`config.mk`:
```
export PLATFORM = sky130hd
export DESIGN_NAME = jets_front
export DESIGN_NICKNAME = d
export VERILOG_FILES = /design/src/hw/rtl/jets_pkg.sv /design/src/hw/rtl/jets_front.sv
export SDC_FILE = /design/constraint.sdc
export NUM_CORES = 2
export LEC_CHECK = 0
export BUFFER_PORTS_ARGS = -buffer_cell sky130_fd_sc_hd__buf_2
export CAP_MARGIN = 40
export CORE_ASPECT_RATIO = 1.4
export CORE_MARGIN = 2
export CORE_UTILIZATION = 30
export DETAILED_ROUTE_END_ITERATION = 16
export SYNTH_ARGS = -nofsm -noshare
export SYNTH_HDL_FRONTEND = slang
export SYNTH_SLANG_ARGS = --single-unit
```
`constraint.sdc`:
```
create_clock -name clk -period 6.5 [get_ports clk]
set_input_delay 0.325 -clock clk [delete_from_list [all_inputs] [get_ports clk]]
set_output_delay 0.325 -clock clk [all_outputs]
set_load 0.02 [all_outputs]
```
`src/hw/rtl/jets_pkg.sv`:
```
// Shared types, constants and helpers for the Julia escape-time pixel engine.
package jets_pkg;

  localparam int COORD_BITS = 11;
  localparam int FRAC_BITS  = 28;
  localparam int COUNT_BITS = 8;

  localparam int XY_W     = 32;
  localparam int WIDE_W   = 2 * XY_W;
  localparam int PITCH_W  = 31;
  localparam int PC_W     = PITCH_W + COORD_BITS;
  localparam int HUE_W    = 9;
  localparam int CFG_IDX_W  = 3;
  localparam int CFG_DATA_W = 32;
  localparam int QUEUE_DEPTH = 2;

  localparam logic [HUE_W:0] HUE_STEP = (HUE_W + 1)'(1 << 5);
  localparam logic [HUE_W:0] HUE_MOD  = (HUE_W + 1)'(360);

  localparam logic [WIDE_W-1:0] MAG_FOUR = WIDE_W'(4) << FRAC_BITS;

  localparam logic signed [WIDE_W-1:0] XY_HI = (64'sd1 <<< (XY_W - 1)) - 64'sd1;
  localparam logic signed [WIDE_W-1:0] XY_LO = -(64'sd1 <<< (XY_W - 1));

  // register indexes on the configuration port
  localparam logic [CFG_IDX_W-1:0] REG_C_REAL     = 3'd0;
  localparam logic [CFG_IDX_W-1:0] REG_C_IMAG     = 3'd1;
  localparam logic [CFG_IDX_W-1:0] REG_START_REAL = 3'd2;
  localparam logic [CFG_IDX_W-1:0] REG_START_IMAG = 3'd3;
  localparam logic [CFG_IDX_W-1:0] REG_PITCH      = 3'd4;
  localparam logic [CFG_IDX_W-1:0] REG_LIMIT      = 3'd5;

  localparam logic signed [XY_W-1:0] RST_C_REAL     = -32'sd201326592;
  localparam logic signed [XY_W-1:0] RST_C_IMAG     = 32'sd0;
  localparam logic signed [XY_W-1:0] RST_START_REAL = -32'sd429496730;
  localparam logic signed [XY_W-1:0] RST_START_IMAG = 32'sd322122547;
  localparam logic [PITCH_W-1:0]     RST_PITCH      = 31'd715828;
  localparam logic [COUNT_BITS-1:0]  RST_LIMIT      = COUNT_BITS'(180);

  typedef struct packed {
    logic [COORD_BITS-1:0] column;
    logic [COORD_BITS-1:0] row;
  } pixel_t;

  typedef struct packed {
    logic [COUNT_BITS-1:0] iter_count;
    logic                  inside_set;
    logic [HUE_W-1:0]      hue_degrees;
  } result_t;

  typedef struct packed {
    logic signed [XY_W-1:0] x;
    logic signed [XY_W-1:0] y;
  } point_t;

  typedef struct packed {
    logic signed [XY_W-1:0] c_real;
    logic signed [XY_W-1:0] c_imag;
    logic signed [XY_W-1:0] start_real;
    logic signed [XY_W-1:0] start_imag;
    logic [PITCH_W-1:0]     pixel_pitch;
    logic [COUNT_BITS-1:0]  iteration_limit;
  } cfg_t;

  // clamp a wide signed value to the coordinate range
  function automatic logic signed [XY_W-1:0] sat_xy(input logic signed [WIDE_W-1:0] v);
    logic signed [XY_W-1:0] r;
    if (v > XY_HI) begin
      r = XY_HI[XY_W-1:0];
    end else if (v < XY_LO) begin
      r = XY_LO[XY_W-1:0];
    end else begin
      r = v[XY_W-1:0];
    end
    return r;
  endfunction

endpackage

```
`src/hw/rtl/jets_front.sv`:
```
// Front end: accept pixels and map them to their starting points.
module jets_front import jets_pkg::*; (
  input  logic   clk,
  input  logic   rst,
  input  cfg_t   cfg,
  input  logic   pixel_valid,
  output logic   pixel_stall,
  input  pixel_t pixel,
  output logic   push,
  input  logic   push_ready,
  output point_t point
);

  logic            s1_valid;
  logic [PC_W-1:0] pc_col;
  logic [PC_W-1:0] pc_row;
  logic            s2_valid;
  logic            s1_adv;
  logic            s2_adv;

  assign push        = s2_valid;
  assign s2_adv      = !s2_valid || push_ready;
  assign s1_adv      = !s1_valid || s2_adv;
  assign pixel_stall = !s1_adv;

  always_ff @(posedge clk) begin
    if (rst) begin
      s1_valid <= 1'b0;
      s2_valid <= 1'b0;
    end else begin
      if (s1_adv) begin
        s1_valid <= pixel_valid;
      end
      if (s2_adv) begin
        s2_valid <= s1_valid;
      end
    end
  end

  // offsets along each axis
  always_ff @(posedge clk) begin
    if (s1_adv && pixel_valid) begin
      pc_col <= cfg.pixel_pitch * pixel.column;
      pc_row <= cfg.pixel_pitch * pixel.row;
    end
  end

  always_ff @(posedge clk) begin
    if (s2_adv && s1_valid) begin
      point.x <= sat_xy(WIDE_W'($signed(cfg.start_real)) + $signed(WIDE_W'(pc_col)));
      point.y <= sat_xy(WIDE_W'($signed(cfg.start_imag)) - $signed(WIDE_W'(pc_row)));
    end
  end

endmodule

```
======== Word-level counts from Yosys, hierarchy flattened ========
Cells that the tools add are included.
operators by class
  add/sub/neg operators ................... 2
  $mul .................................... 2
  order comparisons ....................... 4
  muxes and demuxes ....................... 2
  reduce and logical (&&, ||, !) cells .... 7
operators with widths
  kind                                                             count
  greater-than comparator 44 x 32 -> 1 bit, second input constant  2
  < comparator 44 x 32 -> 1 bit, second input constant             2
  multiplier 31 x 11 -> 42 bit                                     2
  two-way mux 32 bit                                               2
  adder 32 x 43 -> 44 bit                                          1
  subtractor 32 x 43 -> 44 bit                                     1
  zero test 1 bit                                                  3
  logical AND 1 bit                                                2
  logical OR 1 bit                                                 2
storage, ports and cells
  register bits after elaboration ......... 150
  input bits .............................. 193
  output and inout bits ................... 66
  logic and storage cells ................. 23

======== Depth between registers and ports, before layout ========
  depth after elaboration ................. 4
  depth in mapped cells ................... 24
  mapped depth without buffers ............ 23

======== Worst setup path after synthesis ========
OpenSTA, ideal clock, no wires.
  path kind ............................... in2reg
  start ................................... in pixel[16] (netlist bit)
  end ..................................... reg pc_col[41] (data pin)
  library setup time ...................... 0.266 ns
  arrival ................................. 5.604 ns
  data required time ...................... 6.234 ns
  path slack .............................. 0.630 ns
  cell stages on the path ................. 21
  buffers on the path ..................... 1
  cell sequence ........................... clkbuf_1 -> and2_1 -> fa_1 -> inv_1 -> fa_1 -> inv_1 -> fa_1 -> fa_1 -> inv_1 -> fa_1 -> inv_1 -> ha_1 -> a2111oi_0 -> a21oi_1 -> o211ai_1 -> a31oi_1 -> a211oi_1 -> o21ai_0 -> a41oi_1 -> mux2i_1 -> nand4_1
on the way
  word-level cells in the longest chain between the ends .. 1
ends and longest elaborated chain
  what                          RTL line          source
  start: declaration            jets_front.sv:8   input pixel_t pixel,
  multiplier 31 x 11 -> 42 bit  jets_front.sv:43  pc_col <= cfg.pixel_pitch * pixel.column;
  end signal: assignment        jets_front.sv:43
  end: declaration              jets_front.sv:15  logic [PC_W-1:0] pc_col;
Every way passes these cells.
A chain may end at the register's enable or synchronous reset.

======== Final worst setup path ========
  start ................................... in cfg[15] (netlist bit)
  end ..................................... reg pc_col[41] (data pin)
on the way
  word-level cells in the longest chain between the ends .. 1
ends and longest elaborated chain
  what                          RTL line          source
  start: declaration            jets_front.sv:5   input cfg_t cfg,
  multiplier 31 x 11 -> 42 bit  jets_front.sv:43
Every way passes these cells.

==> impl_metrics.py <==
metrics = {
    "clock_tree": {
        "root_buffer": "clkbuf_16",
        "cts_tree": "built",
        "cts_hold_buf": 2,
        "cts.sinks": 150,
        "post-cts-setup-buffers": 0,
        "path_clk_slew_ns": 0.08,
        "htreeDepth": 4,
        "cts_buffers": 17,
        "clockBufferDepth": 2,
        "cts_resized": 0,
        "insertion_delay_ns": 0.52,
    },
    "global_route": {
        "grt_first_pass_wirelength_um": 129000,
        "grt_pass1_vias": 25430,
        "grt_max_degree": 44,
        "antenna_found_initial": 23,
        "grtUsageTotal_pct": 15.64,
        "grt_overflow": 0,
    },
    "drt": {
        "ant_nets": 0,
        "wirelength_um": 79600,
        "drtPass1Iterations": 5,
        "first_iter_violations": 1134,
        "route.vias.total": 23620,
        "drc": 0,
        "wl_per_cell_um": 16.30,
        "avgViaCountPerCell": 4.837,
    },
    "sta": {
        "setup_viol": 0,
        "min_period_ns": 6.011,
        "clock.fmax_mhz": 166.4,
        "clock_skew_ns": 0.01371,
        "rsz0062_at_grt": "false",
        "fin_crit_sh_pct": 92.47,
        "relSlewSlack_pct": 56.27,
        "slew_violations": 0,
        "tns_ns": 0,
        "hold_viol": 0,
        "holdWs_ns": 0.1306,
        "worst_slew_pin_slew_ns": 0.6489,
    },
    "floorplanning": {
        "die_height_um": 383.5,
        "pin_count": 259,
        "start_util_pct": 30.18,
        "dieArea_um2": 105500,
        "row_count": 139,
        "die_w_um": 275.1,
        "core-area_um2": 102300,
    },
    "power": {
        "power_switching_mw": 8.746,
        "ir_worst_vdd_mv": 0.3927,
        "p_int_mw": 9.217,
        "clockPowerShare_pct": 6.1,
        "seq_power_share_pct": 12.1,
        "power.total_mw": 17.96,
        "p_leak_nw": 16.18,
        "comb_power_share_pct": 81.8,
        "switching_share_pct": 48.69,
        "p_per_area_nw_per_um2": 523.8,
    },
    "outcome": {
        "status": "completed",
    },
    "synthesis": {
        "synth_async_sr_flop_share_pct": 0,
        "netlist_area_um2": 30860,
        "synth-seq-cells": 150,
        "synth_ff_type": "edfxtp_1",
        "synth_edf_count": 148,
        "synth_nets": 4339,
        "ys_warn_count": 0,
        "avgSynthCellArea_um2": 9.137,
        "yosysSeqAreaShare_pct": 14.53,
        "synth_cell_types": 90,
        "synthCells": 3378,
    },
    "setup_path": {
        "startpoint_type": "input pin",
        "cp_max_fo": 18,
        "crit_type": "in -> reg",
        "end_kind": "flop",
        "cp.arrival_ns": 6.27,
        "worstPathRequired_ns": 6.76,
    },
    "placed_design": {
        "hpwlAfterDp_um": 65830,
        "dp.cells": 4842,
        "io_buffers": 186,
        "place_congestion": 0.8649,
    },
    "final_layout": {
        "final_common_cell": "inv_1",
        "finalNetCount": 4485,
        "final_cells": 4884,
        "drive_above_1_share_pct": 11.39,
        "final_cell_mix": "553 x inv_1, 522 x fa_1, 489 x nand2_1, 295 x and2_1, 246 x ha_1",
        "area_delta_synth_final_pct": 11.11,
    },
    "worst_hold_path": {
        "hold_path.class": "in -> reg",
    },
    "run": {
        "maxCapViolCount": 0,
    },
}
## synthesized netlist by cell type (all sizes together), types with 19 or more instances
| master | number | share of area [%] |
|---|---|---|
| and2 | 296 | 6.0 |
| nor3 | 20 | 0.32 |
| edfxtp | 148 | 14 |
| nand2b | 19 | 0.39 |
| a31oi | 20 | 0.49 |
| a21oi | 149 | 2.4 |
| o21bai | 23 | 0.56 |
| a21o | 76 | 1.9 |
| o21a | 24 | 0.58 |
| clkbuf | 149 | 1.9 |
| o21ai | 153 | 2.9 |
| xnor2 | 96 | 2.7 |
| nor2b | 27 | 0.55 |
| nand2 | 490 | 6.0 |
| nand4 | 20 | 0.41 |
| inv | 553 | 6.7 |
| ha | 246 | 10 |
| xor2 | 52 | 1.5 |
| nand3 | 24 | 0.39 |
| fa | 522 | 34 |
| nor2 | 87 | 1.1 |
## final timing paths
path | from | end | slack [ns] | cells after the start
max | cfg[15] | pc_col[41]$_DFFE_PP_ | 0.49 | 20
min | push_ready | push$_SDFFE_PP0P_ | 0.13 | 4
max reg2reg | pc_col[0]$_DFFE_PP_ | point[40]$_SDFFCE_PN1P_ | 2.07 | 14
min reg2reg | s1_valid$_SDFFE_PP0N_ | push$_SDFFE_PP0P_ | 0.51 | 2
## kinds of logic (layout without fill, tap and decap cells)
family,count (synthesis),in the layout,synth area share [%]
AND/OR/NAND/NOR,1046,1046,16.61
adder cells (fa/ha/maj),768,768,43.83
buffers and inverters,720,879,9.061
AO/OA/AOI/OAI,544,544,11.70
flip-flops,150,150,14.53
XOR/XNOR,148,148,4.200
multiplexers,2,2,0.06892
other,0,8,0
## power groups by stage
stage	Sequential [mW]	Clock, mW	Combinational (mW)
floorplan	2.24	0	11.1
global placement	2.21	0	14.7
detailed placement	2.21	0	14.8
CTS	2.19	1.14	14.9
global route	2.21	1.16	16.8
finish	2.18	1.10	14.7
## metrics by stage
step / setup WS (ns) / area [um^2] / utilization (%)
2_1_floorplan: 0.6301 / 30860 / -
3_3_place_gp: 0.04258 / 33590 / 32.84
3_5_place_dp: 0.03062 / 33630 / 32.89
4_1_cts: 0.5592 / 34270 / 33.51
5_1_grt: 0.1529 / 34280 / 33.52
6_report: 0.4894 / 34290 / 33.53
## layout make-up
class                      instances  area, um^2
clock inverter                    15       192.7
antenna                            8       20.02
clock buffer                      17       425.4
multi-input combinational       2508       23620
tap                             1339        1675
timing repair buffer             294        1804
inverter                         553        2076
fill                           10680       67970
sequential                       150        4484
## per-layer routing
layer	track usage (%)	wire length [um]
met1	16.84	29810
met2	29.66	43560
met3	2.938	3494
met4	6.166	2557
met5	0	186
## registers in the layout (all words and copies together), names as in the netlist
register	flops
point	64
push	1
pc_row	42
s1_valid	1
pc_col	42
## critical path, stage by stage
cell	delay [ns]
buf_2	0.34
nand2_1	0.14
fa_1	0.47
fa_1	0.56
inv_1	0.06
fa_1	0.55
fa_1	0.51
inv_1	0.05
fa_1	0.48
inv_1	0.04
ha_1	0.33
a2111oi_0	0.54
a21oi_1	0.20
o211ai_1	0.27
a31oi_1	0.18
a211oi_1	0.36
o21ai_0	0.20
a41oi_1	0.32
mux2i_1	0.22
nand4_1	0.09
Power figures use the tool's default switching activity.
