File: src/hw/rtl/jets_pkg.sv
// Shared types, constants and helpers for the Julia escape-time pixel engine.
package jets_pkg;

  localparam int COORD_BITS = 11;
  localparam int FRAC_BITS  = 28;
  localparam int COUNT_BITS = 8;

  localparam int XY_W     = 32;
  localparam int WIDE_W   = 2 * XY_W;
  localparam int PITCH_W  = 31;
  localparam int PC_W     = PITCH_W + COORD_BITS;
  localparam int HUE_W    = 9;
  localparam int CFG_IDX_W  = 3;
  localparam int CFG_DATA_W = 32;
  localparam int QUEUE_DEPTH = 2;

  localparam logic [HUE_W:0] HUE_STEP = (HUE_W + 1)'(1 << 5);
  localparam logic [HUE_W:0] HUE_MOD  = (HUE_W + 1)'(360);

  localparam logic [WIDE_W-1:0] MAG_FOUR = WIDE_W'(4) << FRAC_BITS;

  localparam logic signed [WIDE_W-1:0] XY_HI = (64'sd1 <<< (XY_W - 1)) - 64'sd1;
  localparam logic signed [WIDE_W-1:0] XY_LO = -(64'sd1 <<< (XY_W - 1));

  // register indexes on the configuration port
  localparam logic [CFG_IDX_W-1:0] REG_C_REAL     = 3'd0;
  localparam logic [CFG_IDX_W-1:0] REG_C_IMAG     = 3'd1;
  localparam logic [CFG_IDX_W-1:0] REG_START_REAL = 3'd2;
  localparam logic [CFG_IDX_W-1:0] REG_START_IMAG = 3'd3;
  localparam logic [CFG_IDX_W-1:0] REG_PITCH      = 3'd4;
  localparam logic [CFG_IDX_W-1:0] REG_LIMIT      = 3'd5;

  localparam logic signed [XY_W-1:0] RST_C_REAL     = -32'sd201326592;
  localparam logic signed [XY_W-1:0] RST_C_IMAG     = 32'sd0;
  localparam logic signed [XY_W-1:0] RST_START_REAL = -32'sd429496730;
  localparam logic signed [XY_W-1:0] RST_START_IMAG = 32'sd322122547;
  localparam logic [PITCH_W-1:0]     RST_PITCH      = 31'd715828;
  localparam logic [COUNT_BITS-1:0]  RST_LIMIT      = COUNT_BITS'(180);

  typedef struct packed {
    logic [COORD_BITS-1:0] column;
    logic [COORD_BITS-1:0] row;
  } pixel_t;

  typedef struct packed {
    logic [COUNT_BITS-1:0] iter_count;
    logic                  inside_set;
    logic [HUE_W-1:0]      hue_degrees;
  } result_t;

  typedef struct packed {
    logic signed [XY_W-1:0] x;
    logic signed [XY_W-1:0] y;
  } point_t;

  typedef struct packed {
    logic signed [XY_W-1:0] c_real;
    logic signed [XY_W-1:0] c_imag;
    logic signed [XY_W-1:0] start_real;
    logic signed [XY_W-1:0] start_imag;
    logic [PITCH_W-1:0]     pixel_pitch;
    logic [COUNT_BITS-1:0]  iteration_limit;
  } cfg_t;

  // clamp a wide signed value to the coordinate range
  function automatic logic signed [XY_W-1:0] sat_xy(input logic signed [WIDE_W-1:0] v);
    logic signed [XY_W-1:0] r;
    if (v > XY_HI) begin
      r = XY_HI[XY_W-1:0];
    end else if (v < XY_LO) begin
      r = XY_LO[XY_W-1:0];
    end else begin
      r = v[XY_W-1:0];
    end
    return r;
  endfunction

endpackage

File: src/hw/rtl/jets_queue.sv
// Short queue of starting points between front end and iteration engine.
module jets_queue import jets_pkg::*; (
  input  logic   clk,
  input  logic   rst,
  input  logic   push,
  output logic   push_ready,
  input  point_t push_point,
  output logic   pop_valid,
  input  logic   pop,
  output point_t pop_point
);

  localparam int PTR_W = $clog2(QUEUE_DEPTH);
  localparam int CNT_W = $clog2(QUEUE_DEPTH + 1);

  point_t           entry [QUEUE_DEPTH];
  logic [PTR_W-1:0] wr_ptr;
  logic [PTR_W-1:0] rd_ptr;
  logic [CNT_W-1:0] count;
  logic             do_push;
  logic             do_pop;

  assign push_ready = count != CNT_W'(QUEUE_DEPTH);
  assign pop_valid  = count != '0;
  assign do_push    = push && push_ready;
  assign do_pop     = pop && pop_valid;
  assign pop_point  = entry[rd_ptr];

  always_ff @(posedge clk) begin
    if (rst) begin
      wr_ptr <= '0;
      rd_ptr <= '0;
      count  <= '0;
    end else begin
      if (do_push) begin
        wr_ptr <= (wr_ptr == PTR_W'(QUEUE_DEPTH - 1)) ? '0 : wr_ptr + 1'b1;
      end
      if (do_pop) begin
        rd_ptr <= (rd_ptr == PTR_W'(QUEUE_DEPTH - 1)) ? '0 : rd_ptr + 1'b1;
      end
      if (do_push && !do_pop) begin
        count <= count + 1'b1;
      end else if (do_pop && !do_push) begin
        count <= count - 1'b1;
      end
    end
  end

  always_ff @(posedge clk) begin
    if (do_push) begin
      entry[wr_ptr] <= push_point;
    end
  end

endmodule

File: config.mk
export PLATFORM = sky130hd
export DESIGN_NAME = jets_queue
export DESIGN_NICKNAME = d
export VERILOG_FILES = /design/src/hw/rtl/jets_pkg.sv /design/src/hw/rtl/jets_queue.sv
export SDC_FILE = /design/constraint.sdc
export NUM_CORES = 1
export LEC_CHECK = 0
export BUFFER_PORTS_ARGS = -buffer_cell sky130_fd_sc_hd__buf_2
export CORE_MARGIN = 5
export CORE_UTILIZATION = 55
export DETAILED_ROUTE_END_ITERATION = 16
export HOLD_SLACK_MARGIN = 0.1
export PLACE_DENSITY = 0.83
export SLEW_MARGIN = 20
export SYNTH_ARGS = -nofsm -noshare
export SYNTH_HDL_FRONTEND = slang
export SYNTH_SLANG_ARGS = --single-unit
File: constraint.sdc
create_clock -name clk -period 4.2 [get_ports clk]
set_input_delay 0.84 -clock clk [delete_from_list [all_inputs] [get_ports clk]]
set_output_delay 0.84 -clock clk [all_outputs]
set_load 0.005 [all_outputs]
Yosys cells after proc, flatten, opt, wreduce, memory -nomap -nowiden
Memories as Yosys holds them, arrays and structs flattened. A register that Yosys moved wholly into a read port is not among the register bits.
Cells that the tools add are included.

operators by class
  multipliers = 0
  $lt $le $gt $ge = 0
  bitwise logic cells = 0
  divide/modulo/power cells = 0
  equality and inequality tests = 1
  $add $sub $neg = 4
  reduce and logical (&&, ||, !) cells = 8
  shift operators = 0
  muxes and demuxes = 8

operator list
  cell                                              number
  two-way mux 1 bit                                 6
  logical AND 1 bit                                 4
  two-way mux 2 bit                                 2
  nonzero test 2 bit                                2
  adder 1 bit, second input constant                2
  adder 2 x 1 -> 2 bit, second input constant       1
  logical NOT 1 bit                                 2
  inequality test 2 bit, second input constant      1
  subtractor 2 x 1 -> 2 bit, second input constant  1

word-level totals
  latch bits = 0
  flip-flop bits (word level) = 4
  bits in writable memories = 128
  memories kept = 1
  bits in read-only memories = 0
  logic and storage cells = 25
  bits of input ports = 68
  output and inout port bits = 66

memory list
  memory  words  bits a word  rd ports  clocked after memory_dff  write ports  line              source
  entry   2      64           1         1                         1            jets_queue.sv:16  point_t entry [QUEUE_DEPTH];

Logic depth before layout (Yosys ltp)
Gate-level depths: netlist of the first run.

  depth in word-level cells = 6
  gate-level depth with buffers = 6
  depth with buffers taken out = 6

Least setup slack after synthesis of the first run
OpenSTA, ideal clock, no wires.

  kind = input -> register
  start = in push
  end = mem entry[1][0] (netlist bit), enable pin
  data required time = 3771 ps
  path buffers = 0
  library setup time = 429 ps
  arrival time = 2395 ps
  path slack = 1376 ps
  stages = 1
  path through = and3_1

between the ends
  longest elaborated chain between the ends = 3

ends and longest elaborated chain
  what                                     line              source
  from (decl)                              jets_queue.sv:5   input logic push,
  logical AND 1 bit                        jets_queue.sv:25  assign do_push = push && push_ready;
  two-way mux 1 bit                        jets_queue.sv:50  if (do_push) begin
  two-way mux 1 bit (implied by the code)  jets_queue.sv:51  entry[wr_ptr] <= push_point;
  to (decl)                                jets_queue.sv:16

No other way between the ends.

==> metrics.md, run 1 <==
| Metric | Value |
|---|---|
| Die H | `104 µm` |
| Final critical-path required period | `3000 ps` |
| Slowest-stage cell, CP | `dfxtp_2` |
| Measured slew at the worst slew-check pin | `822 ps` |
| Largest net degree at the start of global routing | `65` |
| Die area | `0.0108 mm²` |
| Sw frac | `25.6%` |
| Inserted Clock Buffers | `17` |
| # port buffers | `roughly 130` |
| CTS tree | `built` |
| Post_cts resized | `0` |
| Initial cell density of the core | `56.0%` |
| P_sw | `960 µW` |
| Post-route clock skew | `about 13 ps` |
| Hold crit path type | `input port to flop` |
| Post-Synthesis Net Count | `292` |
| Hold Slack | `510 ps` |
| Via count | `2496` |
| Avg Inst Size Synth | `21.7 µm²` |
| Clk sink count | `133` |
| Drt drc | `0` |
| Combinational power share | `between 10% and 20%` |
| Fin nets | `441` |
| Fill count | `549` |
| Int Power | `2.79 mW` |
| Count of different cell masters after synthesis | `18` |
| Crit. End Element | `output pin` |
| Total gr overflow | `0` |
| Fin. Hold Viols | `0` |
| Placed cell area | `0.00563 mm²` |
| Pwr dens | `609 mW/mm²` |
| Post-CTS setup buffers | `0` |
| Worst EP required | `3360 ps` |
| Startpoint types | `flop` |
| H-tree depth | `4` |
| WS Path Type | `flop to output pin` |
| Core box area | `around 0.0086 mm²` |
| GPL Wtd Cong | `0.724` |
| CTS Hold Bufs | `0` |
| Period utilization | `71.5%` |
| Vias in the first global route | `about 2.7k` |
| RSZ-0062 raised after global routing | `no` |
| Slew margin rel. | `45.2%` |
| Root Buffer | `clkbuf_8` |
| Drt via density | `5.06` |
| DP Cell Count | `about 460` |
| Fraction of layout cells with a size suffix above 1 | `61.3%` |
| Antenna diodes | `0` |
| Final Non-Filler Cells | `493` |
| ANT nets after route | `0` |
| DIE WIDTH | `between 100 and 150 µm` |
| First drt pass iteration count | `4` |
| Synthesis-stage register bit count | `about 130` |
| Multi-input gate area | `841 µm²` |
| Status | `finished, final reports clean` |
| Design Area, Final | `roughly 0.006 mm²` |
| Initial antenna violation count | `1` |
| Post-Route WL | `~8500 µm` |
| Setup TNS | `0 ps` |
| All-Layer GR Usage | `16.2%` |
| DP Wirelength | `5650 µm` |
| Max-Cap Viols | `0` |
| Final setup viols | `0` |
| Area growth, synth to finish | `27.3%` |
| Fmax | `0.333 GHz` |
| Pins Over Slew Limit | `0` |
| Reg clk slew, reported paths | `approximately 60 ps` |
| Static Leak | `2.31 nW` |
| # rows | `34` |
| Register area share after synthesis | `81.5%` |
| # IOs | `134` |
| Critical Path AT | `2160 ps` |
| Clk Latency, worst-skew pair | `510 ps` |
| Synth warn | `0` |
| Worst vdd ir | `0.403 mV` |
| Crit path largest cell delay | `840 ps` |
| Iter 0 DRT Violations | `90` |
| First-pass GRT wire length | `about 13000 µm` |
| Crit-path cells | `buf_12, mux2_2, buf_2` |
| Synth Cell Area | `0.00484 mm²` |
| Routed len/inst | `between 15 and 20 µm` |
| Sequential fraction of design power | `46.6%` |
| Synth Instances | `223` |
| Worst-path fanout max | `33` |
| Max clock buf depth | `2` |
| Register Area | `0.00395 mm²` |
| Clk pwr share | `33.6%` |
| Tot Pwr | `between 3 and 4 mW` |
[layout by cell type, fill, tap and decap left out, types with 2 or more instances in the layout]
master | netlist | final
nor2_1 | 3 | 3
buf_4 | 6 | 3
clkbuf_16 | 0 | 16
mux2_2 | 64 | 64
buf_2 | 1 | 133
dfxtp_1 | 5 | 4
edfxtp_1 | 128 | 128
xor2_1 | 3 | 3
inv_6 | 0 | 4
clkinvlp_4 | 0 | 7
a21oi_1 | 2 | 2
o21ai_0 | 2 | 2
[per-stage QoR]
step	utilization, %	setup WS (ps)
after floorplan	-	1380
after global placement	65.2	1700
after detailed placement	65.2	1700
after CTS	71.3	1150
after global routing	71.3	1090
final	71.3	1200
[critical path: cells and delay by family (launching register included)]
| kind | cells | cell delay, ps |
|---|---|---|
| flops | 1 | 840 |
| buf+inv | 2 | 420 |
| mux | 1 | 360 |
[final timing paths]
path	start	to	slack [ps]	cells past startpoint
worst max-delay path	flop	pop_point[56]	1200	3
worst min-delay path	push_point[50]	entry[1][50]$_DFFE_PP_	510	1
worst max register to register	count[0]$_SDFFE_PP0P_	entry[1][9]$_DFFE_PP_	2310	3
worst min register to register	count[1]$_SDFFE_PP0P_	count[1]$_SDFFE_PP0P_	530	2
[routing by layer]
metal  vias to the layer above  GRT usage, %  share of wire (%)
met5                         -             0               0.15
met4                         2          6.11                1.1
met3                        12          7.28                8.3
met2                        98          26.8                 51
met1                      1201          18.5                 39
li1                       1183             -                  -
[power by group through the flow]
stage / Combinational [mW] / Clock (mW) / Sequential (mW)
final: 0.743 / 1.26 / 1.75
after global routing: 0.811 / 1.35 / 1.76
after CTS: 0.760 / 1.28 / 1.75
after detailed placement: 0.751 / 0 / 1.78
after global placement: 0.741 / 0 / 1.76
after floorplan: 0.481 / 0 / 1.72
[synth_stat cells]
cell / instances / area (µm²)
a21bo_2: 1 / 10.0
a21oi_1: 2 / 10.0
and2_1: 1 / 6.26
and3_1: 1 / 6.26
buf_2: 1 / 5.00
buf_4: 6 / 45.0
dfxtp_1: 5 / 100
edfxtp_1: 128 / 3840
ha_1: 1 / 12.5
inv_1: 1 / 3.75
mux2_2: 64 / 721
nand2b_1: 1 / 6.26
nand3b_1: 1 / 7.51
nor2_1: 3 / 11.3
o21ai_0: 2 / 10.0
or2_2: 1 / 6.26
or3_1: 1 / 6.26
xor2_1: 3 / 26.3
[area by class of cell]
type	count	area share [%]
sequential	133	64.1
multi-input combinational	82	13.7
timing repair buffer	137	11.5
clock buffer	18	6.79
tap	108	2.20
clock inverter	14	1.71
inverter	1	0.0610
[registers in the layout, summed over array words and instances, names as in the netlist, named ones only]
name    flops
count       2
entry     128
rd_ptr      1
wr_ptr      1
[cells by family (layout without fill, tap and decap cells)]
kind of cell | after synthesis | after routing | synth area share (%)
XOR/XNOR | 3 | 3 | 0.543
adder cells (fa/ha/maj) | 1 | 1 | 0.259
flip-flops | 133 | 133 | 81.5
AND/OR/NAND/NOR | 9 | 9 | 1.04
AO/OA/AOI/OAI | 5 | 5 | 0.621
buffers and inverters | 8 | 170 | 1.11
multiplexers | 64 | 64 | 14.9
Power figures use the tool's default switching activity.
==> run 2: changes to the inputs <==
--- a/config.mk
+++ b/config.mk
@@ -7,10 +7,10 @@
 export LEC_CHECK = 0
 export BUFFER_PORTS_ARGS = -buffer_cell sky130_fd_sc_hd__buf_2
 export CORE_MARGIN = 5
-export CORE_UTILIZATION = 55
+export CORE_UTILIZATION = 52
 export DETAILED_ROUTE_END_ITERATION = 16
 export HOLD_SLACK_MARGIN = 0.1
-export PLACE_DENSITY = 0.83
+export PLACE_DENSITY = 0.79
 export SLEW_MARGIN = 20
 export SYNTH_ARGS = -nofsm -noshare
 export SYNTH_HDL_FRONTEND = slang
==> constraint.sdc (replaced) <==
create_clock -name clk -period 3 [get_ports clk]
set_input_delay 0.6 -clock clk [delete_from_list [all_inputs] [get_ports clk]]
set_output_delay 0.6 -clock clk [all_outputs]
set_load 0.005 [all_outputs]
==> metrics.md, run 2 (synthesis results as in run 1) <==
| Metric | Value |
|---|---|
| Largest Register | `entry` |
| Root Buffer | `clkbuf_8` |
| Measured slew at the worst slew-check pin | `510 ps` |
| Combinational power share | `around a fifth` |
| Sequential fraction of design power | `41.7%` |
| Iter 0 DRT Violations | `166` |
| Critical Path AT | `1750 ps` |
| Crit path largest cell delay | `400 ps` |
| Cell family with most CP delay | `buffers and inverters` |
| Fin nets | `roughly 440` |
| Routed len/inst | `17.0 µm` |
| Clk Latency, worst-skew pair | `500 ps` |
| Biggest regs | `entry x128, count x2` |
| H-tree depth | `4` |
| Slowest-stage cell, CP | `mux2_2` |
| CTS Hold Bufs | `0` |
| Max clock buf depth | `2` |
| DP Worst Slack | `1110 ps` |
| Slew margin rel. | `66.0%` |
| Crit-path cells | `buf_4, mux2_2, buf_2` |
| Commonest cells after routing, fill and taps aside | `buf_2, edfxtp_1, mux2_2` |
| Commonest non-fill, non-tap cell in the layout | `buf_2` |
| Crit path buf inv count | `2` |
| Inserted Clock Buffers | `17` |
| All-Layer GR Usage | `approximately 16%` |
| DP Wirelength | `5630 µm` |
| Util after Layout | `68.9%` |
| Max reg flops | `128` |
| Reg clk slew, reported paths | `60 ps` |
| # port buffers | `133` |
| Static Leak | `between 2 and 2.5 nW` |
| RSZ-0062 raised after global routing | `no` |
| Drt via density | `5.10` |
| Initial antenna violation count | `0` |
| Int Power | `4.40 mW` |
| Fin worst setup slack | `between 600 and 700 ps` |
| Post_cts resized | `0` |
| Crit. End Element | `output pin` |
| Worst vdd ir | `0.531 mV` |
| Clk pwr share | `39.1%` |
| WS Path Type | `flop to output pin` |
| Post-CTS setup buffers | `0` |
| First drt pass iteration count | `4` |
| Startpoint types | `flop` |
| Pins Over Slew Limit | `0` |
| Via count | `2524` |
| Initial cell density of the core | `52.9%` |
| Setup TNS | `0 ps` |
| ANT nets after route | `0` |
| DIE WIDTH | `106 µm` |
| # IOs | `between 100 and 150` |
| Status | `finished, final reports clean` |
| Max-Cap Viols | `0` |
| Die H | `106 µm` |
| Post-route clock skew | `around 3.8 ps` |
| Total gr overflow | `0` |
| Final critical-path required period | `2350 ps` |
| First-pass GRT wire length | `13500 µm` |
| Final setup viols | `0` |
| Drt drc | `0` |
| Fin. Hold Viols | `0` |
| Fraction of layout cells with a size suffix above 1 | `between 60 and 70%` |
| Area growth, synth to finish | `30.4%` |
| Core box area | `0.00915 mm²` |
| Pwr dens | `just over 900 mW/mm²` |
| Clk sink count | `between 100 and 150` |
| Die area | `0.0113 mm²` |
| Post-Route WL | `8420 µm` |
| Worst-path fanout max | `34` |
| Worst EP required | `~2400 ps` |
| Period utilization | `78.4%` |
| Hold crit path type | `input port to flop` |
| Fmax | `0.425 GHz` |
| Vias in the first global route | `2789` |
| Sw frac | `23.0%` |
| P_sw | `1.32 mW` |
| CTS tree | `built` |
| Largest net degree at the start of global routing | `35` |
| # rows | `35` |
| Antenna diodes | `0` |
| GPL Wtd Cong | `slightly below 0.7` |
run 2: layer usage:
metal	share of wire [%]	GRT usage [%]
met5	0	0
met2	50	25.7
met1	42	18.9
met3	7.2	6.25
met4	1.2	5.75
run 2: cell type report:
class / count / area, µm²
flip-flops and latches: 133 / 3950
fillers: 598 / 2840
multi-input cells: 82 / 841
repair buffers: 139 / 736
clock buffers: 17 / 414
clock inverters: 12 / 230
well taps: 111 / 139
inverters: 1 / 3.75
run 2: path summary, 6_finish.rpt:
check / startpoint / endpoint / slack [ps] / cells after the start
hold reg to reg: rd_ptr$_SDFFE_PP0P_ / rd_ptr$_SDFFE_PP0P_ / 510 / 2
setup reg to reg: count[0]$_SDFFE_PP0P_ / entry[1][35]$_DFFE_PP_ / 1200 / 3
setup / recovery: flop / pop_point[21] / 650 / 3
hold / removal: push_point[19] / entry[0][19]$_DFFE_PP_ / 280 / 1
run 2: metrics by stage:
step	cells	hold WS (ps)	power [mW]	cell area, µm²
floorplan	223	471	3.09	4840
detailed placement	466	499	3.54	5660
global route	495	248	5.98	6310
CTS	495	253	5.79	6310
finish	495	279	5.72	6310
global placement	466	485	3.52	5660
run 2: worst reg2reg max path: cells and delay by family (launching register included):
kind | cells | cell delay [ps]
buf+inv | 1 | 310
flops | 1 | 420
simple gates | 2 | 770
run 2: power groups by stage:
stage	Combinational, mW	Sequential [mW]	Clock [mW]
floorplan	0.674	2.41	0
global placement	1.11	2.41	0
detailed placement	1.12	2.42	0
CTS	1.13	2.39	2.28
global route	1.21	2.40	2.36
finish	1.10	2.38	2.23
