--- src/hw/rtl/jets_pkg.sv ---
// Shared types, constants and helpers for the Julia escape-time pixel engine.
package jets_pkg;

  localparam int COORD_BITS = 11;
  localparam int FRAC_BITS  = 28;
  localparam int COUNT_BITS = 8;

  localparam int XY_W     = 32;
  localparam int WIDE_W   = 2 * XY_W;
  localparam int PITCH_W  = 31;
  localparam int PC_W     = PITCH_W + COORD_BITS;
  localparam int HUE_W    = 9;
  localparam int CFG_IDX_W  = 3;
  localparam int CFG_DATA_W = 32;
  localparam int QUEUE_DEPTH = 2;

  localparam logic [HUE_W:0] HUE_STEP = (HUE_W + 1)'(1 << 5);
  localparam logic [HUE_W:0] HUE_MOD  = (HUE_W + 1)'(360);

  localparam logic [WIDE_W-1:0] MAG_FOUR = WIDE_W'(4) << FRAC_BITS;

  localparam logic signed [WIDE_W-1:0] XY_HI = (64'sd1 <<< (XY_W - 1)) - 64'sd1;
  localparam logic signed [WIDE_W-1:0] XY_LO = -(64'sd1 <<< (XY_W - 1));

  // register indexes on the configuration port
  localparam logic [CFG_IDX_W-1:0] REG_C_REAL     = 3'd0;
  localparam logic [CFG_IDX_W-1:0] REG_C_IMAG     = 3'd1;
  localparam logic [CFG_IDX_W-1:0] REG_START_REAL = 3'd2;
  localparam logic [CFG_IDX_W-1:0] REG_START_IMAG = 3'd3;
  localparam logic [CFG_IDX_W-1:0] REG_PITCH      = 3'd4;
  localparam logic [CFG_IDX_W-1:0] REG_LIMIT      = 3'd5;

  localparam logic signed [XY_W-1:0] RST_C_REAL     = -32'sd201326592;
  localparam logic signed [XY_W-1:0] RST_C_IMAG     = 32'sd0;
  localparam logic signed [XY_W-1:0] RST_START_REAL = -32'sd429496730;
  localparam logic signed [XY_W-1:0] RST_START_IMAG = 32'sd322122547;
  localparam logic [PITCH_W-1:0]     RST_PITCH      = 31'd715828;
  localparam logic [COUNT_BITS-1:0]  RST_LIMIT      = COUNT_BITS'(180);

  typedef struct packed {
    logic [COORD_BITS-1:0] column;
    logic [COORD_BITS-1:0] row;
  } pixel_t;

  typedef struct packed {
    logic [COUNT_BITS-1:0] iter_count;
    logic                  inside_set;
    logic [HUE_W-1:0]      hue_degrees;
  } result_t;

  typedef struct packed {
    logic signed [XY_W-1:0] x;
    logic signed [XY_W-1:0] y;
  } point_t;

  typedef struct packed {
    logic signed [XY_W-1:0] c_real;
    logic signed [XY_W-1:0] c_imag;
    logic signed [XY_W-1:0] start_real;
    logic signed [XY_W-1:0] start_imag;
    logic [PITCH_W-1:0]     pixel_pitch;
    logic [COUNT_BITS-1:0]  iteration_limit;
  } cfg_t;

  // clamp a wide signed value to the coordinate range
  function automatic logic signed [XY_W-1:0] sat_xy(input logic signed [WIDE_W-1:0] v);
    logic signed [XY_W-1:0] r;
    if (v > XY_HI) begin
      r = XY_HI[XY_W-1:0];
    end else if (v < XY_LO) begin
      r = XY_LO[XY_W-1:0];
    end else begin
      r = v[XY_W-1:0];
    end
    return r;
  endfunction

endpackage

--- src/hw/rtl/jets_cfg.sv ---
// Configuration register file for the escape-time engine.
module jets_cfg import jets_pkg::*; (
  input  logic                  clk,
  input  logic                  rst,
  input  logic                  cfg_valid,
  output logic                  cfg_ready,
  input  logic [CFG_IDX_W-1:0]  cfg_index,
  input  logic [CFG_DATA_W-1:0] cfg_data,
  output cfg_t                  cfg
);

  assign cfg_ready = 1'b1;

  always_ff @(posedge clk) begin
    if (rst) begin
      cfg.c_real          <= RST_C_REAL;
      cfg.c_imag          <= RST_C_IMAG;
      cfg.start_real      <= RST_START_REAL;
      cfg.start_imag      <= RST_START_IMAG;
      cfg.pixel_pitch     <= RST_PITCH;
      cfg.iteration_limit <= RST_LIMIT;
    end else if (cfg_valid && cfg_ready) begin
      unique case (cfg_index)
        REG_C_REAL:     cfg.c_real          <= cfg_data[XY_W-1:0];
        REG_C_IMAG:     cfg.c_imag          <= cfg_data[XY_W-1:0];
        REG_START_REAL: cfg.start_real      <= cfg_data[XY_W-1:0];
        REG_START_IMAG: cfg.start_imag      <= cfg_data[XY_W-1:0];
        REG_PITCH:      cfg.pixel_pitch     <= cfg_data[PITCH_W-1:0];
        REG_LIMIT:      cfg.iteration_limit <= cfg_data[COUNT_BITS-1:0];
        default: ;
      endcase
    end
  end

endmodule

--- config.mk ---
export PLATFORM = sky130hd
export DESIGN_NAME = jets_cfg
export DESIGN_NICKNAME = d
export VERILOG_FILES = /design/src/hw/rtl/jets_pkg.sv /design/src/hw/rtl/jets_cfg.sv
export SDC_FILE = /design/constraint.sdc
export NUM_CORES = 1
export LEC_CHECK = 0
export BUFFER_PORTS_ARGS = -buffer_cell sky130_fd_sc_hd__buf_2
export CAP_MARGIN = 10
export CORE_MARGIN = 1.5
export CORE_UTILIZATION = 51
export CTS_CLUSTER_SIZE = 25
export DETAILED_ROUTE_END_ITERATION = 7
export MAX_ROUTING_LAYER = met4
export PLACE_DENSITY = 0.8
export SYNTH_ARGS = -nofsm -noshare
export SYNTH_HDL_FRONTEND = slang
export SYNTH_SLANG_ARGS = --single-unit
--- constraint.sdc ---
create_clock -name clk -period 1.44 [get_ports clk]
set_input_delay 0 -clock clk [delete_from_list [all_inputs] [get_ports clk]]
set_output_delay 0 -clock clk [all_outputs]
set_load 0.05 [all_outputs]
# After elaboration in Yosys (flattened, before gate mapping)
# Cells that the tools add are included.
# Widths: inputs -> output; s select.
# totals
input_bits,38
ff_bits,167
# op_classes
eq_ne,5
reduce_logical,7
# ops
operator,n
$reduce_and 2->1,6
$eq 3x2->1 const B,2
$eq 3x3->1 const B,2
$eq 3x1->1 const B,1
$logic_not 3->1,1

# Longest topological paths before layout
# Gate-level depths: netlist of run 1.
# depth
depth_word,2
depth_mapped,5
ltp_nobuf,2

# Worst setup path after synthesis of run 1
# Ideal clock, no wire load.
# synth_timing
path_type,input to register
from,input cfg_index[0]
to,register cfg[84] (netlist bit)
required_ns,1.368
path_buffers,3
path_slack_ns,0.369
path_stages,5
setup_ns,0.072
arrival_ns,1.000
path_cell_list,buf_2 nor4bb_1 buf_2 buf_4 mux2i_1
# synth_via
elab_chain_cells,2
# synth_rtl
element,line_no,text
start: declaration,jets_cfg.sv:7,"input logic [CFG_IDX_W-1:0] cfg_index,"
$eq 3x2->1,jets_cfg.sv:23,unique case (cfg_index)
$reduce_and 2->1 (no source line),-,
end: declaration,jets_cfg.sv:9,output cfg_t cfg
# No other way between the ends.
# A chain may end at the register's enable or synchronous reset.

# Worst setup path after layout of run 1
# layout_timing
from,register cfg[128] (netlist bit)
to,output cfg[128] (netlist bit)
# No word-level cell between the ends.

==> results.toml, run 1 <==
[synthesis]
ys_seq_elements = 167
synth_edf_count = 0
syn_nets = 662
ys_seq_area_frac = 0.5063
synth_flop_cell = "dfxtp_1"
netlist_instances = 624
avgSynthCellArea_um2 = 10.58
synth.distinct_cells = 16
synth_area_um2 = 6604
async_reset_ff_frac = 0
ys_warn_count = 0

[min_path]
min-delay-start = "rst"
hp-class = "in2reg"
hold_depth = 3
whs_endpoint = "cfg[77]"

[clock_network]
clkLatencyLatePin_ns = 0.42
postCtsHoldBufs = 32
max-clock-path-buffers = 2
cts.sinks = 167
cts_root_buffer = "clkbuf_16"
cts_tree = "built"
path_clk_slew_ns = 0.06
cts_buffers = 17
postCtsSetupBuffers = 0
postCtsResizedCells = 0
htree_levels = 4

[sta]
post-route-period-util = 0.7405
tns_ns = 0
rsz0062_at_grt = "false"
finClkSkew_ns = 0
finalHoldViolations = 0
period_minus_slack_ns = 1.066
max_freq_ghz = 0.9379
slew_viol_final = 0
setup_violations = 0

[critical_path]
critPathLaunchType = "flop"
worstPathMaxFanout = 2
cp-end-kind = "primary output"
r2r_slack_ns = 0.77
r2r-end = "cfg[55]"
worstPathCellList = "buf_2"
slowest_delay_ns = 0.37
cpMaxStageDelayCell = "dfxtp_1"
crit_family = "flip-flops"
r2r_start = "cfg[55]"
cp_num_buf_inv = 1
worstSetupPathType = "reg2out"
crit_required_ns = 1.44
crit_arrival_ns = 1.07
worstRegToRegCells = 2

[die]
die_w_um = 116.8
ioPinCount = 206
die_h_um = 116.8
core_area_um2 = 12620
start_util = 0.5233
rows = 41
dieArea_um2 = 13640

[placed_design]
dpl_cell_area_um2 = 7905
place_hpwl_mm = 11.78
numPortBuffers = 204
gp_congestion = 0.7834

[final_layout]
drive_above_1_share = 0.3048
regMostFlops = "cfg"
largest_reg_flops = 167
final_cell_area_um2 = 8820
final_nets = 891
n_antenna_cell = 0
syn_to_final_growth_pct = 33.55
reg_top3 = "cfg (167)"

[route]
drtIter0Drc = 276
wl_mm = 16.82
vias = 5150
wl_per_cell_um = 16.21
viasPerCell = 4.961
ant_nets = 0
drtPass1Iterations = 4
drc = 0

[power_and_ir_drop]
p_per_area_nw_per_um2 = 1181
leakagePower_nw = 4.350
ir_drop_mv = 0.6717

[outcome]
status = "finished, final reports clean"

[global_routing]
grt_pass1_vias = 5090
antenna_found_initial = 0
grt_pass1_wl_mm = 25.61
grt_max_degree = 73
grt_overflow = 0
track_usage = 0.2554

[flow_run]
maxCapViolCount = 0
[stage by stage]
step	hold slack [ns]	setup slack [ns]	utilization	std cells	power [W]
2_1_floorplan	0.1612	0.3688	-	624	0.005633
3_3_place_gp	0.2697	0.2505	0.6264	974	0.005912
3_5_place_dp	0.2848	0.2123	0.6264	974	0.005936
4_1_cts	0.008385	0.3657	0.6989	1038	0.01047
5_1_grt	0.05268	0.3468	0.6989	1038	0.01078
6_report	0.02620	0.3737	0.6989	1038	0.01041
[kinds of logic after synthesis]
group | synth area share
simple gates | 0.2027
flops | 0.5063
mux | 0.2531
other cells | 0.0005679
buf+inv | 0.03733
[cell usage in the layout (no fill, tap or decap), drive strengths merged]
cell	synthesis	routed
nor4bb	2	2
clkinv	0	6
dfxtp	167	167
dlygate4sd3	0	32
and4bb	1	1
nand4bb	3	3
nor2	80	80
nor4b	1	1
clkbuf	22	21
buf	28	228
and4b	1	1
nand4b	2	2
or4b	1	1
mux2i	167	167
nand2b	148	148
clkinvlp	0	3
bufinv	0	2
conb	1	1
[how the worst max path moves through the flow]
stage	from	end	slack [ns]	depth (start not counted)
final	cfg[128]	cfg[128]	0.37	1
after global routing	cfg[41]	cfg[41]	0.35	1
after CTS	cfg[128]	cfg[128]	0.37	1
after detailed placement	cfg_index[1]	cfg[160]	0.21	4
after global placement	cfg_index[1]	cfg[165]	0.25	4
after floorplan	cfg_index[0]	cfg[84]	0.37	5
[per-layer routing]
metal / GRT usage / vias to the layer above / wire length, um
met4: 0.1076 / 0 / 442
met3: 0.06694 / 29 / 1003
li1: - / 2502 / -
met2: 0.4168 / 174 / 8082
met5: - / - / 0
met1: 0.2999 / 2445 / 7297
[synthesized netlist by cell type (2+ instances only)]
cell | instances | area (um2)
clkbuf_1 | 22 | 82.58
nand4bb_1 | 3 | 33.78
mux2i_1 | 167 | 1672
nor4bb_1 | 2 | 20.02
buf_2 | 20 | 100.1
nand2b_1 | 148 | 925.9
dfxtp_1 | 167 | 3343
nor2_1 | 80 | 300.3
nand4b_1 | 2 | 17.52
buf_4 | 7 | 52.55
[worst register-to-register path, cell delays in order (launching register included)]
cell	delay [ns]
dfxtp_1	0.32
nor2_1	0.13
mux2i_1	0.10
[report_power, final]
group	switching, W	internal (W)	total, W
Sequential	0.0000562	0.00472	0.00478
Combinational	0.000732	0.000396	0.00113
Clock	0.00181	0.00269	0.00450
[layout make-up]
cell class / count / area [um2]
multi-input cells: 407 / 3055
clock buffers: 21 / 470.5
clock inverters: 11 / 123.9
fillers: 945 / 3800
well taps: 172 / 215.2
repair buffers: 260 / 1612
flip-flops and latches: 167 / 3343
Power figures use the tool's default switching activity.
==> run 2, diff against run 1 <==
clock period = 1 ns   (was 1.44 ns; I/O delays follow)
==> run 2 against run 1 <==
The run now ends with hold timing, setup timing left. Power up 44%. Sequential power increased by 45%. Die area stayed put. Worst setup slack worse by 0.38 ns. Count of clock-buffer cells in the layout increased by 3. Utilization is 8.0 points higher. Critical path depth did not move. Critical endpoint unchanged. Largest power group unchanged. Cell count grew 0.67%. Critical path type unchanged. Largest cell class unchanged.
==> results.toml, run 2 (same netlist as run 1, synthesis figures left out) <==
[outcome]
status = "complete, but fails checks"
violations = "hold timing, setup timing"

[global_routing]
grt_overflow = 0
grt_pass1_vias = 5677
track_usage = 0.2879
grt_pass1_wl_mm = 28.77
antenna_found_initial = 0
grt_max_degree = 76

[die]
dieArea_um2 = 13640
core_area_um2 = 12620
start_util = 0.5233
rows = 41
ioPinCount = 206
die_w_um = 116.8
die_h_um = 116.8

[sta]
slew_viol_final = 0
setup_violations = 1
period_minus_slack_ns = 1.010
finClkSkew_ns = 0
finalHoldViolations = 1
setup_ws_ns = -0.01006
post-route-period-util = 1.010
timing.hold.ws_ns = -0.001555
max_freq_ghz = 0.9900

[placed_design]
place_ws_ns = -0.1922
place_hpwl_mm = 12.06
dp_cells = 981
numPortBuffers = 204
dpl_cell_area_um2 = 8008
gp_congestion = 0.8098

[route]
wl_mm = 19.68
ant_nets = 0
drc = 0
drtIter0Drc = 313
wl_per_cell_um = 18.83
vias = 5428
drtPass1Iterations = 6
viasPerCell = 5.194

[critical_path]
crit_arrival_ns = 1.01
crit_required_ns = 1.00
critPathLaunchType = "flop"
cp-end-kind = "primary output"
r2r_slack_ns = 0.23
crit_family = "flip-flops"
worstPathMaxFanout = 2
cpMaxStageDelayCell = "dfxtp_1"
cp_num_buf_inv = 1
worstSetupPathType = "reg2out"
worstPathCellList = "buf_4"
slowest_delay_ns = 0.37

[final_layout]
final_cell_area_um2 = 9832
stdcell_count = 1045
final_nets = 898
reg_top3 = "cfg (167)"
layout_common_cells = "mux2i_1, nand2b_1, dfxtp_1, buf_6, nor2_1"
syn_to_final_growth_pct = 48.88
largest_reg_flops = 167
fillers = 757
layout_commonest_cell = "mux2i_1"
drive_above_1_share = 0.3471
fin_util = 0.7791
n_antenna_cell = 0
regMostFlops = "cfg"

[power_and_ir_drop]
leakagePower_nw = 4.611
p_per_area_nw_per_um2 = 1522
ir_drop_mv = 1.139

[clock_network]
htree_levels = 4
clkLatencyLatePin_ns = 0.42
max-clock-path-buffers = 2
cts_root_buffer = "clkbuf_16"
postCtsSetupBuffers = 0
path_clk_slew_ns = 0.06
cts_buffers = 17
cts_tree = "built"
cts.sinks = 167

[flow_run]
maxCapViolCount = 0

[min_path]
hp-class = "in2reg"
[run 2: routing by layer]
metal | GRT usage | routed length (um) | up-vias
li1 | - | - | 2528
met1 | 0.3076 | 7606 | 2619
met2 | 0.4963 | 10120 | 215
met3 | 0.07209 | 1162 | 66
met4 | 0.1470 | 788 | 0
met5 | - | 0 | -
[run 2: power breakdown]
part,total (W),switching (W),leakage (nW),internal (W)
Clock,0.00617,0.00257,0.266,0.00360
Sequential,0.00693,0.000117,1.36,0.00681
Combinational,0.00186,0.00110,2.99,0.000765
Total,0.0150,0.00378,4.61,0.0112
[run 2: area by class of cell]
type / count / area, um2 / area share
Sequential cell: 167 / 3387 / 0.3445
Multi-Input combinational cell: 407 / 3055 / 0.3108
Timing Repair Buffer: 267 / 2620 / 0.2665
Clock buffer: 24 / 481.7 / 0.04899
Tap cell: 172 / 215.2 / 0.02189
Clock inverter: 8 / 72.57 / 0.007381
[run 2: path summary, 6_finish.rpt]
path,startpoint,endpoint,cells after the start
setup / recovery,cfg[128],cfg[128],1
hold / removal,rst,cfg[69],3
setup reg to reg,cfg[50],cfg[50],2
hold reg to reg,cfg[117],cfg[117],2
[run 2: per-stage QoR]
step | TNS [ns] | power, W
global placement | -6.682 | 0.008560
CTS | 0 | 0.01488
global route | -0.1448 | 0.01541
floorplan | -0.6310 | 0.008116
finish | -0.01006 | 0.01496
detailed placement | -10.43 | 0.008600
[run 2: what timing repair did]
item	4_1_cts	5_1_grt
hold endpoints to repair	150	0
cloned	0	0
endpoints found under the setup margin	167	119
gates resized for setup	193	139
hold buffers	32	0
==> run 3, diff against run 2 <==
HOLD_SLACK_MARGIN = 0.05   (was default)
==> run 3 against run 2 <==
The flow finishes with violations (setup timing). Cell area decreased by 0.62%. Combinational power barely moved. Sequential share of layout area increased by 0.10 points. Clock skew did not move. Count of clock-buffer cells in the layout did not move. Critical path depth is the same. Largest cell class unchanged. Hold slack improved by 0.083 ns. Sequential power hardly changed. Cell count barely moved. Global-route usage hardly changed. Highest routed layer unchanged. Power about the same. Largest power group unchanged.
==> results.toml, run 3 (same netlist as run 1, synthesis figures left out) <==
[power_and_ir_drop]
ir_drop_mv = 1.158
p_int_w = 0.01117
leakagePower_nw = 4.594
pwr-share-seq = 0.463
power_frac_clock = 0.414
p_per_area_nw_per_um2 = 1530
comb_power_share = 0.124
switchingPower_w = 0.003782
switching_share = 0.2529

[final_layout]
regMostFlops = "cfg"
n_antenna_cell = 0
fillers = 788
seq_area_um2 = 3376
layout_common_cells = "mux2i_1, nand2b_1, dfxtp_1, buf_6, nor2_1"
multi_input_area_um2 = 3055
syn_to_final_growth_pct = 47.95
fin_util = 0.7742
stdcell_count = 1046
largest_reg_flops = 167
reg_top3 = "cfg (167)"
final_cell_area_um2 = 9771
layout_commonest_cell = "mux2i_1"
drive_above_1_share = 0.3364
final_nets = 899

[route]
viasPerCell = 5.144
wl_mm = 19.39
vias = 5381
drtPass1Iterations = 5
drtIter0Drc = 295
wl_per_cell_um = 18.54
drc = 0
ant_nets = 0

[global_routing]
grt_pass1_wl_mm = 28.76
grt_max_degree = 76
antenna_found_initial = 0
grt_overflow = 0
grt_pass1_vias = 5673
track_usage = 0.2875

[critical_path]
cp_num_cells = 1
worstSetupPathType = "reg2out"
cp-end-kind = "primary output"
slowest_delay_ns = 0.36
crit_arrival_ns = 1.00
critPathLaunchType = "flop"
crit_required_ns = 1.00
endpoint = "cfg[128]"
worstRegToRegCells = 2
crit_family = "flip-flops"
cp_num_buf_inv = 1
r2r_start = "cfg[50]"
worstPathMaxFanout = 2
critPathLaunch = "cfg[128]"
r2r-end = "cfg[50]"
cpMaxStageDelayCell = "dfxtp_1"
r2r_slack_ns = 0.24
worstPathCellList = "buf_4"

[clock_network]
cts_root_buffer = "clkbuf_16"
max-clock-path-buffers = 2
postCtsSetupBuffers = 0
clkLatencyLatePin_ns = 0.42
cts_tree = "built"
cts.sinks = 167
path_clk_slew_ns = 0.06
htree_levels = 4
cts_buffers = 17

[die]
core_area_um2 = 12620
rows = 41
dieArea_um2 = 13640
ioPinCount = 206
die_h_um = 116.8
start_util = 0.5233
die_w_um = 116.8

[outcome]
violations = "setup timing"
status = "complete, but fails checks"

[sta]
post-route-period-util = 1.002
setup_violations = 1
slew_viol_final = 0
finClkSkew_ns = 0
timing.hold.ws_ns = 0.08128
setup_ws_ns = -0.001979
max_freq_ghz = 0.9980
finalHoldViolations = 0
period_minus_slack_ns = 1.002

[flow_run]
maxCapViolCount = 0

[placed_design]
dpl_cell_area_um2 = 8008
numPortBuffers = 204
dp_cells = 981
gp_congestion = 0.8098
place_hpwl_mm = 12.06

[min_path]
hp-class = "in2reg"
run 3: worst min path at each step:
| stage | start | endpoint | slack, ns | cells past startpoint |
|---|---|---|---|---|
| floorplan | cfg_data[7] | cfg[7] | 0.16 | 2 |
| global placement | cfg_data[7] | cfg[7] | 0.27 | 3 |
| detailed placement | cfg_data[16] | cfg[55] | 0.29 | 3 |
| CTS | rst | cfg[98] | 0.07 | 3 |
| global route | rst | cfg[98] | 0.13 | 3 |
| finish | rst | cfg[98] | 0.08 | 3 |
run 3: metal layers:
layer | vias to the layer above | wire (um) | GRT usage | share of wire
met4 | 0 | 819 | 0.1558 | 0.042
met2 | 207 | 9960 | 0.4971 | 0.51
met5 | - | 0 | - | 0
li1 | 2535 | - | - | -
met3 | 64 | 1111 | 0.06385 | 0.057
met1 | 2575 | 7498 | 0.3074 | 0.39
run 3: worst reg2reg max path, stage by stage, from the launching register on:
cell and delay [ns]:
dfxtp_1 0.38, nand2b_1 0.10, mux2i_1 0.20
run 3: metrics by stage:
| step | setup TNS (ns) | power (W) | setup slack, ns |
|---|---|---|---|
| final | -0.001979 | 0.01495 | -0.001979 |
| after floorplan | -0.6310 | 0.008116 | -0.02300 |
| after CTS | 0 | 0.01488 | 0.0004933 |
| after global placement | -6.682 | 0.008560 | -0.1286 |
| after detailed placement | -10.43 | 0.008600 | -0.1922 |
| after global routing | -0.1486 | 0.01539 | -0.02688 |
run 3: repair_timing:
action,4_1_cts,5_1_grt
hold buffers,33,0
endpoints found under the setup margin,167,102
endpoints found under the hold margin,164,0
gates cloned,0,0
gates resized for setup,193,114
run 3: final cells by class:
| class | instances | area share |
|---|---|---|
| tap | 172 | 0.02203 |
| sequential | 167 | 0.3455 |
| clock inverter | 8 | 0.007427 |
| clock buffer | 24 | 0.04930 |
| multi-input combinational | 407 | 0.3127 |
| timing repair buffer | 268 | 0.2630 |
run 3: power groups by stage:
stage / Clock, W / Combinational (W) / Sequential (W)
finish: 0.00618 / 0.00185 / 0.00692
global route: 0.00652 / 0.00194 / 0.00693
detailed placement: 0 / 0.00157 / 0.00703
global placement: 0 / 0.00154 / 0.00702
floorplan: 0 / 0.000582 / 0.00753
CTS: 0.00621 / 0.00178 / 0.00690
